$ cat config.mk
export PLATFORM = sky130hd
export DESIGN_NAME = mwsm_queue
export DESIGN_NICKNAME = d
export VERILOG_FILES = /design/src/hw/rtl/mwsm_pkg.sv /design/src/hw/rtl/mwsm_queue.sv
export SDC_FILE = /design/constraint.sdc
export NUM_CORES = 1
export LEC_CHECK = 0
export ABC_AREA = 1
export BUFFER_PORTS_ARGS = -buffer_cell sky130_fd_sc_hd__buf_4
export CAP_MARGIN = 20
export CORE_MARGIN = 2
export CORE_UTILIZATION = 25
export DETAILED_ROUTE_END_ITERATION = 8
export GPL_ROUTABILITY_DRIVEN = 0
export GPL_TIMING_DRIVEN = 0
export HOLD_SLACK_MARGIN = 0.1
export PLACE_DENSITY = 0.39
export SYNTH_ARGS = -nofsm -noshare
export SYNTH_HDL_FRONTEND = slang
export SYNTH_SLANG_ARGS = --single-unit
$ cat constraint.sdc
create_clock -name clk -period 11.1 [get_ports clk]
set_input_delay 1.11 -clock clk [delete_from_list [all_inputs] [get_ports clk]]
set_output_delay 1.11 -clock clk [all_outputs]
set_load 0.1 [all_outputs]
$ cat src/hw/rtl/mwsm_pkg.sv
// ----------------------------------------------------------------------------
// mwsm_pkg
// Shared widths, constants and types of the mecanum wheel speed mixer.
// ----------------------------------------------------------------------------
`default_nettype none

package mwsm_pkg;

    localparam int FIELD_W    = 16;
    localparam int GAIN_W     = 9;
    localparam int GAIN_FRAC  = 8;
    localparam int GAIN_ONE   = 1 << GAIN_FRAC;
    localparam int FULL_SCALE = 25600;
    localparam int NUM_WHEELS = 4;

    // wheel sums of three 16 bit terms, signed, and their magnitudes
    localparam int SUM_W = FIELD_W + 2;
    localparam int MAG_W = SUM_W - 1;

    // quotient bits needed to hold full scale
    localparam int FS_W    = $clog2(FULL_SCALE + 1);
    localparam int PROD_W  = MAG_W + FS_W;
    localparam int GPROD_W = FS_W + GAIN_W;
    localparam int OMAG_W  = GPROD_W - GAIN_FRAC;

    // queue between front and back, depth is a power of two
    localparam int Q_DEPTH = 4;
    localparam int Q_AW    = $clog2(Q_DEPTH);
    localparam int Q_CW    = $clog2(Q_DEPTH + 1);

    localparam int FL = 0;
    localparam int FR = 1;
    localparam int BL = 2;
    localparam int BR = 3;

    // one classified command: wheel signs, magnitudes and the divisor
    typedef struct packed {
        logic [NUM_WHEELS-1:0]            neg;
        logic [NUM_WHEELS-1:0][MAG_W-1:0] mag;
        logic [MAG_W-1:0]                 div;
    } mix_t;

endpackage

`default_nettype wire

$ cat src/hw/rtl/mwsm_queue.sv
// ----------------------------------------------------------------------------
// mwsm_queue
// Short first-in first-out queue of classified commands between the front
// and the divider pipeline.
// ----------------------------------------------------------------------------
`default_nettype none

module mwsm_queue (
    input  wire logic            clk,
    input  wire logic            rst_n,
    input  wire mwsm_pkg::mix_t  push_data,
    input  wire logic            push_valid,
    output logic                 push_ready,
    output mwsm_pkg::mix_t       pop_data,
    output logic                 pop_valid,
    input  wire logic            pop_ready
);
    import mwsm_pkg::*;

    mix_t            mem_reg [Q_DEPTH];
    logic [Q_AW-1:0] wr_ptr_reg;
    logic [Q_AW-1:0] wr_ptr_next;
    logic [Q_AW-1:0] rd_ptr_reg;
    logic [Q_AW-1:0] rd_ptr_next;
    logic [Q_CW-1:0] count_reg;
    logic [Q_CW-1:0] count_next;
    logic            push;
    logic            pop;

    assign push_ready = (count_reg != Q_CW'(Q_DEPTH));
    assign pop_valid  = (count_reg != '0);
    assign push       = push_valid && push_ready;
    assign pop        = pop_valid && pop_ready;
    assign pop_data   = mem_reg[rd_ptr_reg];

    always_comb
    begin
        wr_ptr_next = push ? wr_ptr_reg + 1'b1 : wr_ptr_reg;
        rd_ptr_next = pop  ? rd_ptr_reg + 1'b1 : rd_ptr_reg;
        count_next  = count_reg + Q_CW'(push) - Q_CW'(pop);
    end

    always_ff @(posedge clk or negedge rst_n)
    begin
        if (!rst_n)
        begin
            wr_ptr_reg <= '0;
            rd_ptr_reg <= '0;
            count_reg  <= '0;
        end
        else
        begin
            wr_ptr_reg <= wr_ptr_next;
            rd_ptr_reg <= rd_ptr_next;
            count_reg  <= count_next;
        end
    end

    always_ff @(posedge clk)
    begin
        if (push)
        begin
            mem_reg[wr_ptr_reg] <= push_data;
        end
    end

    a_count_tracks: assert property (@(posedge clk) disable iff (!rst_n)
        1'b1 |=> count_reg == $past(count_reg) + Q_CW'($past(push)) - Q_CW'($past(pop)))
        else $error("queue count does not follow push and pop");

    a_ptr_gap: assert property (@(posedge clk) disable iff (!rst_n)
        Q_AW'(wr_ptr_reg - rd_ptr_reg) == count_reg[Q_AW-1:0])
        else $error("queue pointers disagree with count");

endmodule

`default_nettype wire

==> results.json <==
{
  "status": "complete, no violations",
  "synthesis.nets": 1285,
  "min_period_ns": 3.90,
  "max_slew_margin_pct": 36.7,
  "fp.dieW_um": 244,
  "clock-sinks": 363,
  "fin_skew_ns": 0.0398,
  "port_buffers": 183,
  "cts_buffer_depth": 3,
  "max_freq_mhz": 256,
  "grtUsageTotal_pct": 13.3,
  "required_ns": 9.99,
  "synthAdderAreaFrac_pct": 0.662,
  "hp-class": "in -> async",
  "row_count": 87,
  "clk_latency_ns": 0.58,
  "layout.nets": 1530,
  "ctsHoldBuffers": 0,
  "drt-wirelength-per-cell_um": 17.8,
  "antenna_cells": 0,
  "cp.arrival_ns": 2.79,
  "avgSynthCellArea_um2": 12.1,
  "syn_inst": 1185,
  "worst_setup_path_end_kind": "primary output",
  "grt_max_degree": 27,
  "antenna_found_initial": 1,
  "synthSimpleGateAreaFrac_pct": 12.4,
  "cts_tree": "done",
  "area_growth_pct": 28.2,
  "netlist_area_mm2": 0.0144,
  "finalHoldViolCount": 0,
  "setup_viol": 0,
  "rsz0062_at_grt": "false",
  "finalMaxSlewViolations": 0,
  "timing.final.crit_share_pct": 35.1,
  "detail_route.wirelength_um": 39600,
  "grt_first_pass_wirelength_um": 58400,
  "die_area_mm2": 0.0594,
  "dp_hpwl_um": 25000,
  "cts_setup_buffers": 0,
  "synth_top_family_by_area": "simple AND/OR/NAND/NOR gates",
  "final_cell_mix": "edfxtp_1, nand2_1, buf_4, nor2_1, o21ai_0",
  "drtIter0Drc": 549,
  "cts_resized": 0,
  "ys_top_cells_by_area": "edfxtp_1, nand2_1, nor2_1, o21ai_0, inv_1",
  "yosysWarnings": 0,
  "cts.clk_slew.worst_paths_ns": 0.06,
  "post-route-drc-count": 0,
  "grt_pass1_vias": 8977,
  "core_mm2": 0.0566,
  "startpoint_type": "flop",
  "synth_xor_area_share_pct": 0,
  "die-height_um": 244,
  "yosysUniqueCellTypes": 17,
  "layout_commonest_cell": "edfxtp_1",
  "start_util_pct": 25.4,
  "synth_compound_area_share_pct": 6.20,
  "path_max_fanout": 10,
  "synth_top_area_share_pct": 74.4,
  "ys_ff_latch": 363,
  "synth_top_cell_by_area": "edfxtp_1",
  "grt.overflow.total": 0,
  "via_count": 9000,
  "drt-vias-per-instance": 4.05,
  "boundaryPins": 184,
  "yosys-mux-area-fraction_pct": 0,
  "root_buffer": "clkbuf_16",
  "numCtsBuffers": 45,
  "maxCapViolations": 0,
  "firstDrtPassIters": 5,
  "fin_setup_tns_ns": 0,
  "critical_path_class": "reg -> out",
  "largest_reg_flops": 356,
  "seq_area_frac_synth_pct": 75.6,
  "final_layout_size_suffix_gt1_share_pct": 19.6,
  "ant_nets": 0,
  "htreeDepth": 2,
  "worst_pin_slew_ns": 0.947
}
## layer usage
layer / share of wire, % / up-vias / GRT usage [%]
li1: - / 4492 / -
met1: 45 / 4273 / 17.1
met2: 48 / 180 / 22.2
met3: 5.5 / 53 / 3.47
met4: 1.7 / 2 / 3.39
met5: 0.035 / - / 0
## cell families (layout without fill, tap and decap cells)
kind of cell    count (synthesis)  in the layout
fa+ha+maj                       7              7
compound gates                178            178
flops                         363            363
simple gates                  474            474
buf+inv                       163            443
## metrics by stage
step	utilization [%]	cell area (um2)	hold WS, ns	std cells	setup slack (ns)
6_report	32.6	18400	0.366	2221	7.20
5_1_grt	32.6	18400	0.332	2221	6.98
4_1_cts	32.6	18400	0.329	2221	7.06
3_5_place_dp	30.1	17000	0.491	2139	7.66
3_3_place_gp	29.5	16700	0.476	2124	1.36
2_1_floorplan	-	14400	0.461	1185	5.29
## synth_stat cells
cell and count:
fa_1 1, buf_6 13, buf_1 15, buf_8 1, clkbuf_1 17, ha_1 6
nand3_1 5, buf_4 1, o21ai_1 41, o21ai_0 137, edfxtp_1 356, inv_2 2
dfrtp_1 7, buf_2 11, nor2_1 183, nand2_1 286, inv_1 103
## worst paths after layout
| check | cells after the start | from | slack (ns) | end |
|---|---|---|---|---|
| worst max-delay path | 6 | rd_ptr_reg[1]$_DFFE_PN0P_ | 7.20 | pop_data[51] |
| worst min-delay path | 1 | rst_n | 0.37 | wr_ptr_reg[1]$_DFFE_PN0P_ |
| worst max register to register | 6 | count_reg[1]$_DFF_PN0_ | 8.53 | mem_reg[0][27]$_DFFE_PP_ |
| worst min register to register | 2 | rd_ptr_reg[1]$_DFFE_PN0P_ | 0.50 | rd_ptr_reg[1]$_DFFE_PN0P_ |
| max in group asynchronous | 1 | rst_n | 10.59 | count_reg[1]$_DFF_PN0_ |
| min in group clk | 2 | rd_ptr_reg[1]$_DFFE_PN0P_ | 0.50 | rd_ptr_reg[1]$_DFFE_PN0P_ |
## layout make-up
type | instances | area, um2
sequential | 363 | 10900
clock buffer | 59 | 1220
fill | 5765 | 38200
tap | 756 | 946
clock inverter | 23 | 163
multi-input combinational | 659 | 2800
inverter | 105 | 394
buffer | 58 | 344
timing repair buffer | 198 | 1700
## worst max-delay path: stages, from the launching register on
cell and delay, ns:
dfrtp_1 0.39, inv_2 0.26, buf_2 0.43, buf_1 0.56, nand2_1 0.12, nand2_1 0.16
buf_4 0.31
Power is not shown: default switching activity piles up to over one toggle a cycle in this logic, so the estimate is an artifact.
