--- config.mk ---
export PLATFORM = sky130hd
export DESIGN_NAME = mwsm_front_flat
export DESIGN_NICKNAME = d
export VERILOG_FILES = /design/src/hw/rtl/mwsm_pkg.sv /design/src/hw/rtl/mwsm_ifs.sv /design/src/hw/rtl/mwsm_front.sv /design/src/flat_wrapper.sv
export SDC_FILE = /design/constraint.sdc
export NUM_CORES = 1
export LEC_CHECK = 0
export BUFFER_PORTS_ARGS = -buffer_cell sky130_fd_sc_hd__buf_4
export CAP_MARGIN = 20
export CORE_MARGIN = 2
export CORE_UTILIZATION = 30
export DETAILED_ROUTE_END_ITERATION = 6
export GPL_TIMING_DRIVEN = 0
export MAX_ROUTING_LAYER = met4
export PLACE_DENSITY = 0.51
export SYNTH_ARGS = -nofsm -noshare
export SYNTH_HDL_FRONTEND = slang
export SYNTH_SLANG_ARGS = --single-unit
--- constraint.sdc ---
create_clock -name clk -period 8 [get_ports clk]
set_input_delay 0.8 -clock clk [delete_from_list [all_inputs] [get_ports clk]]
set_output_delay 0.8 -clock clk [all_outputs]
set_load 0.02 [all_outputs]
--- src/hw/rtl/mwsm_pkg.sv ---
// ----------------------------------------------------------------------------
// mwsm_pkg
// Shared widths, constants and types of the mecanum wheel speed mixer.
// ----------------------------------------------------------------------------
`default_nettype none

package mwsm_pkg;

    localparam int FIELD_W    = 16;
    localparam int GAIN_W     = 9;
    localparam int GAIN_FRAC  = 8;
    localparam int GAIN_ONE   = 1 << GAIN_FRAC;
    localparam int FULL_SCALE = 25600;
    localparam int NUM_WHEELS = 4;

    // wheel sums of three 16 bit terms, signed, and their magnitudes
    localparam int SUM_W = FIELD_W + 2;
    localparam int MAG_W = SUM_W - 1;

    // quotient bits needed to hold full scale
    localparam int FS_W    = $clog2(FULL_SCALE + 1);
    localparam int PROD_W  = MAG_W + FS_W;
    localparam int GPROD_W = FS_W + GAIN_W;
    localparam int OMAG_W  = GPROD_W - GAIN_FRAC;

    // queue between front and back, depth is a power of two
    localparam int Q_DEPTH = 4;
    localparam int Q_AW    = $clog2(Q_DEPTH);
    localparam int Q_CW    = $clog2(Q_DEPTH + 1);

    localparam int FL = 0;
    localparam int FR = 1;
    localparam int BL = 2;
    localparam int BR = 3;

    // one classified command: wheel signs, magnitudes and the divisor
    typedef struct packed {
        logic [NUM_WHEELS-1:0]            neg;
        logic [NUM_WHEELS-1:0][MAG_W-1:0] mag;
        logic [MAG_W-1:0]                 div;
    } mix_t;

endpackage

`default_nettype wire

--- src/hw/rtl/mwsm_ifs.sv ---
// ----------------------------------------------------------------------------
// mwsm channel interfaces
// Command, wheel speed and gain write channels with valid/ready handshake.
// ----------------------------------------------------------------------------
`default_nettype none

interface mwsm_cmd_if;
    import mwsm_pkg::*;

    logic                      valid;
    logic                      ready;
    logic signed [FIELD_W-1:0] forward_speed;
    logic signed [FIELD_W-1:0] sideways_speed;
    logic signed [FIELD_W-1:0] turn_rate;

    modport source (
        output valid, forward_speed, sideways_speed, turn_rate,
        input  ready
    );
    modport sink (
        input  valid, forward_speed, sideways_speed, turn_rate,
        output ready
    );
endinterface


`default_nettype wire

--- src/hw/rtl/mwsm_front.sv ---
// ----------------------------------------------------------------------------
// mwsm_front
// Accepts commands, forms the four wheel sums, their magnitudes and the
// normalizing divisor, and hands the result to the queue.
// ----------------------------------------------------------------------------
`default_nettype none

module mwsm_front (
    input  wire logic          clk,
    input  wire logic          rst_n,
    mwsm_cmd_if.sink           cmd,
    output mwsm_pkg::mix_t     push_data,
    output logic               push_valid,
    input  wire logic          push_ready
);
    import mwsm_pkg::*;

    logic                    sum_vld_reg;
    logic                    sum_vld_next;
    logic signed [SUM_W-1:0] sum_reg  [NUM_WHEELS];
    logic signed [SUM_W-1:0] sum_next [NUM_WHEELS];
    logic                    advance;

    logic [MAG_W-1:0] mag [NUM_WHEELS];
    logic [MAG_W-1:0] max01;
    logic [MAG_W-1:0] max23;
    logic [MAG_W-1:0] max_all;

    assign advance   = !sum_vld_reg || push_ready;
    assign cmd.ready = advance;

    always_comb
    begin
        logic signed [SUM_W-1:0] vy;
        logic signed [SUM_W-1:0] vx;
        logic signed [SUM_W-1:0] w;
        vy = SUM_W'(cmd.forward_speed);
        vx = SUM_W'(cmd.sideways_speed);
        w  = SUM_W'(cmd.turn_rate);
        sum_next[FL] = vy + vx + w;
        sum_next[FR] = vy - vx - w;
        sum_next[BL] = vy - vx + w;
        sum_next[BR] = vy + vx - w;
        sum_vld_next = advance ? cmd.valid : sum_vld_reg;
    end

    always_ff @(posedge clk or negedge rst_n)
    begin
        if (!rst_n)
        begin
            sum_vld_reg <= 1'b0;
        end
        else
        begin
            sum_vld_reg <= sum_vld_next;
        end
    end

    always_ff @(posedge clk)
    begin
        if (advance && cmd.valid)
        begin
            sum_reg <= sum_next;
        end
    end

    always_comb
    begin
        logic signed [SUM_W-1:0] neg_sum;
        for (int l = 0; l < NUM_WHEELS; l++)
        begin
            neg_sum = -sum_reg[l];
            mag[l]  = sum_reg[l][SUM_W-1] ? neg_sum[MAG_W-1:0] : sum_reg[l][MAG_W-1:0];
        end
        max01   = (mag[FL] > mag[FR]) ? mag[FL] : mag[FR];
        max23   = (mag[BL] > mag[BR]) ? mag[BL] : mag[BR];
        max_all = (max01 > max23) ? max01 : max23;
    end

    // below full scale the divisor is full scale itself, so the divide is exact
    always_comb
    begin
        for (int l = 0; l < NUM_WHEELS; l++)
        begin
            push_data.neg[l] = sum_reg[l][SUM_W-1];
            push_data.mag[l] = mag[l];
        end
        push_data.div = (max_all > MAG_W'(FULL_SCALE)) ? max_all : MAG_W'(FULL_SCALE);
    end

    assign push_valid = sum_vld_reg;

endmodule

`default_nettype wire

--- src/flat_wrapper.sv ---
// flat-port wrapper written by rule: the top's interface ports become plain ports
module mwsm_front_flat import mwsm_pkg::*;
  (clk, rst_n, push_data, push_valid, push_ready, cmd_valid, cmd_forward_speed, cmd_sideways_speed, cmd_turn_rate, cmd_ready);
  mwsm_cmd_if cmd_i ();
  input  wire logic clk;
  input  wire logic rst_n;
  output mwsm_pkg::mix_t push_data;
  output logic push_valid;
  input  wire logic push_ready;
  input wire logic [$bits(cmd_i.valid)-1:0] cmd_valid;
  input wire logic [$bits(cmd_i.forward_speed)-1:0] cmd_forward_speed;
  input wire logic [$bits(cmd_i.sideways_speed)-1:0] cmd_sideways_speed;
  input wire logic [$bits(cmd_i.turn_rate)-1:0] cmd_turn_rate;
  output wire logic [$bits(cmd_i.ready)-1:0] cmd_ready;
  assign cmd_i.valid = cmd_valid;
  assign cmd_i.forward_speed = cmd_forward_speed;
  assign cmd_i.sideways_speed = cmd_sideways_speed;
  assign cmd_i.turn_rate = cmd_turn_rate;
  assign cmd_ready = cmd_i.ready;
  mwsm_front u_core (.clk(clk), .rst_n(rst_n), .cmd(cmd_i), .push_data(push_data), .push_valid(push_valid), .push_ready(push_ready));
endmodule
==> results.sh <==
export IMPL_mappedNetlistArea_um2=9950
export IMPL_grt_setup_unrepaired="yes"
export IMPL_detail_route_wl_per_cell_um=17.1
export IMPL_netlist_top_cell_by_area="sky130_fd_sc_hd__edfxtp_1"
export IMPL_grtUsageTotal=0.178
export IMPL_chip_height_um=186
export IMPL_timing_clock_skew_ps=7.76
export IMPL_floorplan_die_area_um2=34600
export IMPL_setup_violations_final=0
export IMPL_final_min_clock_period_ps=7840
export IMPL_design_portCount=143
export IMPL_detailed_place_hpwl_um=26200
export IMPL_worst_slew_margin_rel=0.393
export IMPL_postPlaceCellArea_um2=11600
export IMPL_worstSetupPathDepth=25
export IMPL_syn_mean_instance_area_um2=8.43
export IMPL_min_path_type="input port to async pin"
export IMPL_critical_path_max_stage_delay_ps=590
export IMPL_peakVddDrop_v=0.000354
export IMPL_postSynthRegisterBits=71
export IMPL_placement_rows=66
export IMPL_drive_above_1_share=0.251
export IMPL_cp_endpoint="push_data[8]"
export IMPL_final_setup_tns_ps=0
export IMPL_worst_path_dominant_cell_family="simple AND/OR/NAND/NOR gates"
export IMPL_ctsLongestPathBuffers=2
export IMPL_final_min_period_over_clock_period=0.980
export IMPL_data_arrival_time_of_the_worst_path_ps=7040
export IMPL_path_common_cell="sky130_fd_sc_hd__or4_4"
export IMPL_dominantRegCellSynth="sky130_fd_sc_hd__edfxtp_1"
export IMPL_power_density_nw_per_um2=431
export IMPL_postCtsHoldBufs=0
export IMPL_clock_tree_from_tritoncts="yes"
export IMPL_cts_buffers=9
export IMPL_final_util=0.396
export IMPL_max_capacitance_violation_count=0
export IMPL_regToRegSetupSlack_ps=6350
export IMPL_drt_initial_drc_count=642
export IMPL_fp_dieW_um=186
export IMPL_final_net_count=1593
export IMPL_core_region_area_um2=32600
export IMPL_worstReg2RegStart="u_core.push_valid"
export IMPL_ys_async_sr_fraction=0.0141
export IMPL_critical_path_slowest_cell="sky130_fd_sc_hd__or4_4"
export IMPL_synth_sequential_area_ratio=0.214
export IMPL_clk_pin_slew_ps=60
export IMPL_yosys_top_cells_area="sky130_fd_sc_hd__edfxtp_1, sky130_fd_sc_hd__ha_1, sky130_fd_sc_hd__xnor2_1, sky130_fd_sc_hd__inv_1, sky130_fd_sc_hd__xor2_1"
export IMPL_r2r_end="u_core.sum_reg[15]"
export IMPL_input_output_buffers=142
export IMPL_fmax_mhz=128
export IMPL_synth_enable_flop_cells=70
export IMPL_timing_worst_slew_pin_value_ps=898
export IMPL_grt_pass1_vias=8860
export IMPL_routabilityCongestion=0.877
export IMPL_cts_num_sinks=71
export IMPL_run_status="finished clean"
export IMPL_syn2layout_area_growth_pct=29.9
export IMPL_worst_setup_path_type="flip-flop to primary output"
export IMPL_initial_core_util=0.305
export IMPL_detail_route_drc_violations=0
export IMPL_data_required_critical_path_ps=7200
export IMPL_drt_antenna_violating_nets=0
export IMPL_clock_tree_htree_level_count=3
export IMPL_place_inst=1765
export IMPL_antenna_found_initial=0
export IMPL_worst_skew_pair_late_latency_ps=330
export IMPL_post_synth_num_cell_types=74
export IMPL_post_synth_inst_count=1180
export IMPL_cp_end_kind="primary output"
export IMPL_crit_fanout=7
export IMPL_routed_wl_um=31400
export IMPL_routed_via_count=9158
export IMPL_leakage_dissipation_nw=5.67
export IMPL_worst_setup_path_start_kind="flip-flop"
export IMPL_viasPerCell=5.00
export IMPL_overflow=0
export IMPL_crit_start="u_core.sum_reg[61]"
export IMPL_final_area_um2=12900
export IMPL_clk_root_buffer_cell="sky130_fd_sc_hd__clkbuf_16"
export IMPL_total_inserted_antenna_cells=0
export IMPL_hold_viol_final=0
export IMPL_synth_top_area_share=0.211
export IMPL_syn_nets=1389
export IMPL_global_route_wire_length_before_repair_um=46700
export IMPL_path_buf_inv=3
export IMPL_slew_viol_final=0
export IMPL_ys_warn_count=0
export IMPL_worstRegToRegCells=2
export IMPL_final_cells=1831
export IMPL_grt_start_max_net_pins=71
export IMPL_detail_route_first_pass_iterations=5
export IMPL_largest_reg_flops=66
-- cell type report --
type | count | area, µm²
Sequential cell | 71 | 2130
Tap cell | 442 | 553
Inverter | 133 | 499
Multi-Input combinational cell | 939 | 7690
Clock buffer | 10 | 229
Clock inverter | 6 | 37.5
Timing Repair Buffer | 193 | 1520
Fill cell | 3353 | 19700
Buffer | 37 | 259
-- Yosys cell counts, types with 5 or more instances --
| library cell | number |
|---|---|
| sky130_fd_sc_hd__mux2i_1 | 16 |
| sky130_fd_sc_hd__inv_1 | 132 |
| sky130_fd_sc_hd__a21boi_0 | 6 |
| sky130_fd_sc_hd__nand2b_1 | 23 |
| sky130_fd_sc_hd__or2_2 | 6 |
| sky130_fd_sc_hd__nand2_1 | 75 |
| sky130_fd_sc_hd__o21ai_0 | 68 |
| sky130_fd_sc_hd__or3_1 | 7 |
| sky130_fd_sc_hd__nor4_1 | 16 |
| sky130_fd_sc_hd__nand3b_1 | 5 |
| sky130_fd_sc_hd__edfxtp_1 | 70 |
| sky130_fd_sc_hd__or4_1 | 14 |
| sky130_fd_sc_hd__a211oi_1 | 6 |
| sky130_fd_sc_hd__and3_1 | 11 |
| sky130_fd_sc_hd__buf_4 | 9 |
| sky130_fd_sc_hd__o21a_1 | 12 |
| sky130_fd_sc_hd__mux2_2 | 11 |
| sky130_fd_sc_hd__nand3_1 | 7 |
| sky130_fd_sc_hd__o31ai_1 | 22 |
| sky130_fd_sc_hd__a21o_1 | 13 |
| sky130_fd_sc_hd__nor3_1 | 30 |
| sky130_fd_sc_hd__ha_1 | 151 |
| sky130_fd_sc_hd__o41ai_1 | 17 |
| sky130_fd_sc_hd__a22oi_1 | 7 |
| sky130_fd_sc_hd__nor2b_1 | 13 |
| sky130_fd_sc_hd__o21ba_2 | 8 |
| sky130_fd_sc_hd__xor2_1 | 43 |
| sky130_fd_sc_hd__nor2_1 | 86 |
| sky130_fd_sc_hd__clkbuf_1 | 26 |
| sky130_fd_sc_hd__xnor2_1 | 98 |
| sky130_fd_sc_hd__a21oi_1 | 71 |
| sky130_fd_sc_hd__nand4_1 | 7 |
| sky130_fd_sc_hd__o211ai_1 | 5 |
| sky130_fd_sc_hd__a31oi_1 | 8 |
| sky130_fd_sc_hd__o21bai_1 | 18 |
| sky130_fd_sc_hd__fa_1 | 6 |
-- power breakdown --
part           switching, mW  internal [mW]  total (mW)
Sequential             0.104          0.549       0.652
Combinational           2.58           1.98        4.56
Clock                  0.145          0.208       0.353
-- metrics by stage --
stage	power, mW	setup slack, ps	hold WS (ps)
6_report	5.57	162	235
5_1_grt	5.97	-101	229
4_1_cts	4.95	2.86	230
3_5_place_dp	4.36	-1410	528
3_3_place_gp	4.35	-1440	511
2_1_floorplan	3.08	197	504
-- worst min path at each step --
stage	to	slack, ps
finish	u_core.push_valid	240
floorplan	u_core.push_valid	500
CTS	u_core.push_valid	230
global placement	u_core.push_valid	510
global route	u_core.push_valid	230
detailed placement	u_core.push_valid	530
-- cells by family (layout without fill, tap and decap cells) --
logic type / count (synthesis) / after routing / synth area share
simple gates: 316 / 316 / 0.159
compound gates: 296 / 297 / 0.203
buf+inv: 171 / 379 / 0.0688
fa+ha+maj: 158 / 158 / 0.203
xor+xnor: 141 / 141 / 0.124
flops: 71 / 71 / 0.214
mux: 27 / 27 / 0.0286
-- routing by layer --
metal	global-route usage	wire, µm
met5	-	0
met4	0.0482	625
met3	0.0113	1280
met2	0.295	14700
met1	0.236	14800
-- cell usage in the layout (no fill, tap or decap), drive strengths merged, types with 30 or more instances in the layout --
| cell | count |
|---|---|
| xnor2 | 98 |
| buf | 209 |
| nand2 | 76 |
| a21oi | 71 |
| xor2 | 43 |
| clkbuf | 31 |
| nor2 | 88 |
| o21ai | 70 |
| ha | 151 |
| edfxtp | 70 |
| inv | 133 |
| nor3 | 30 |
-- worst register-to-register path, cell delays in order, from the launching register on --
cell and delay [ps]:
sky130_fd_sc_hd__dfrtp_1 370, sky130_fd_sc_hd__nand2b_1 120, sky130_fd_sc_hd__and2_4 720
-- what timing repair did --
action                                  in CTS  in global routing
cloned                                       0                  2
pin swaps                                   11                 53
setup buffers                               14                 35
gates resized for setup                     46                112
endpoints found under the setup margin      17                 15
Power figures use the tool's default switching activity.
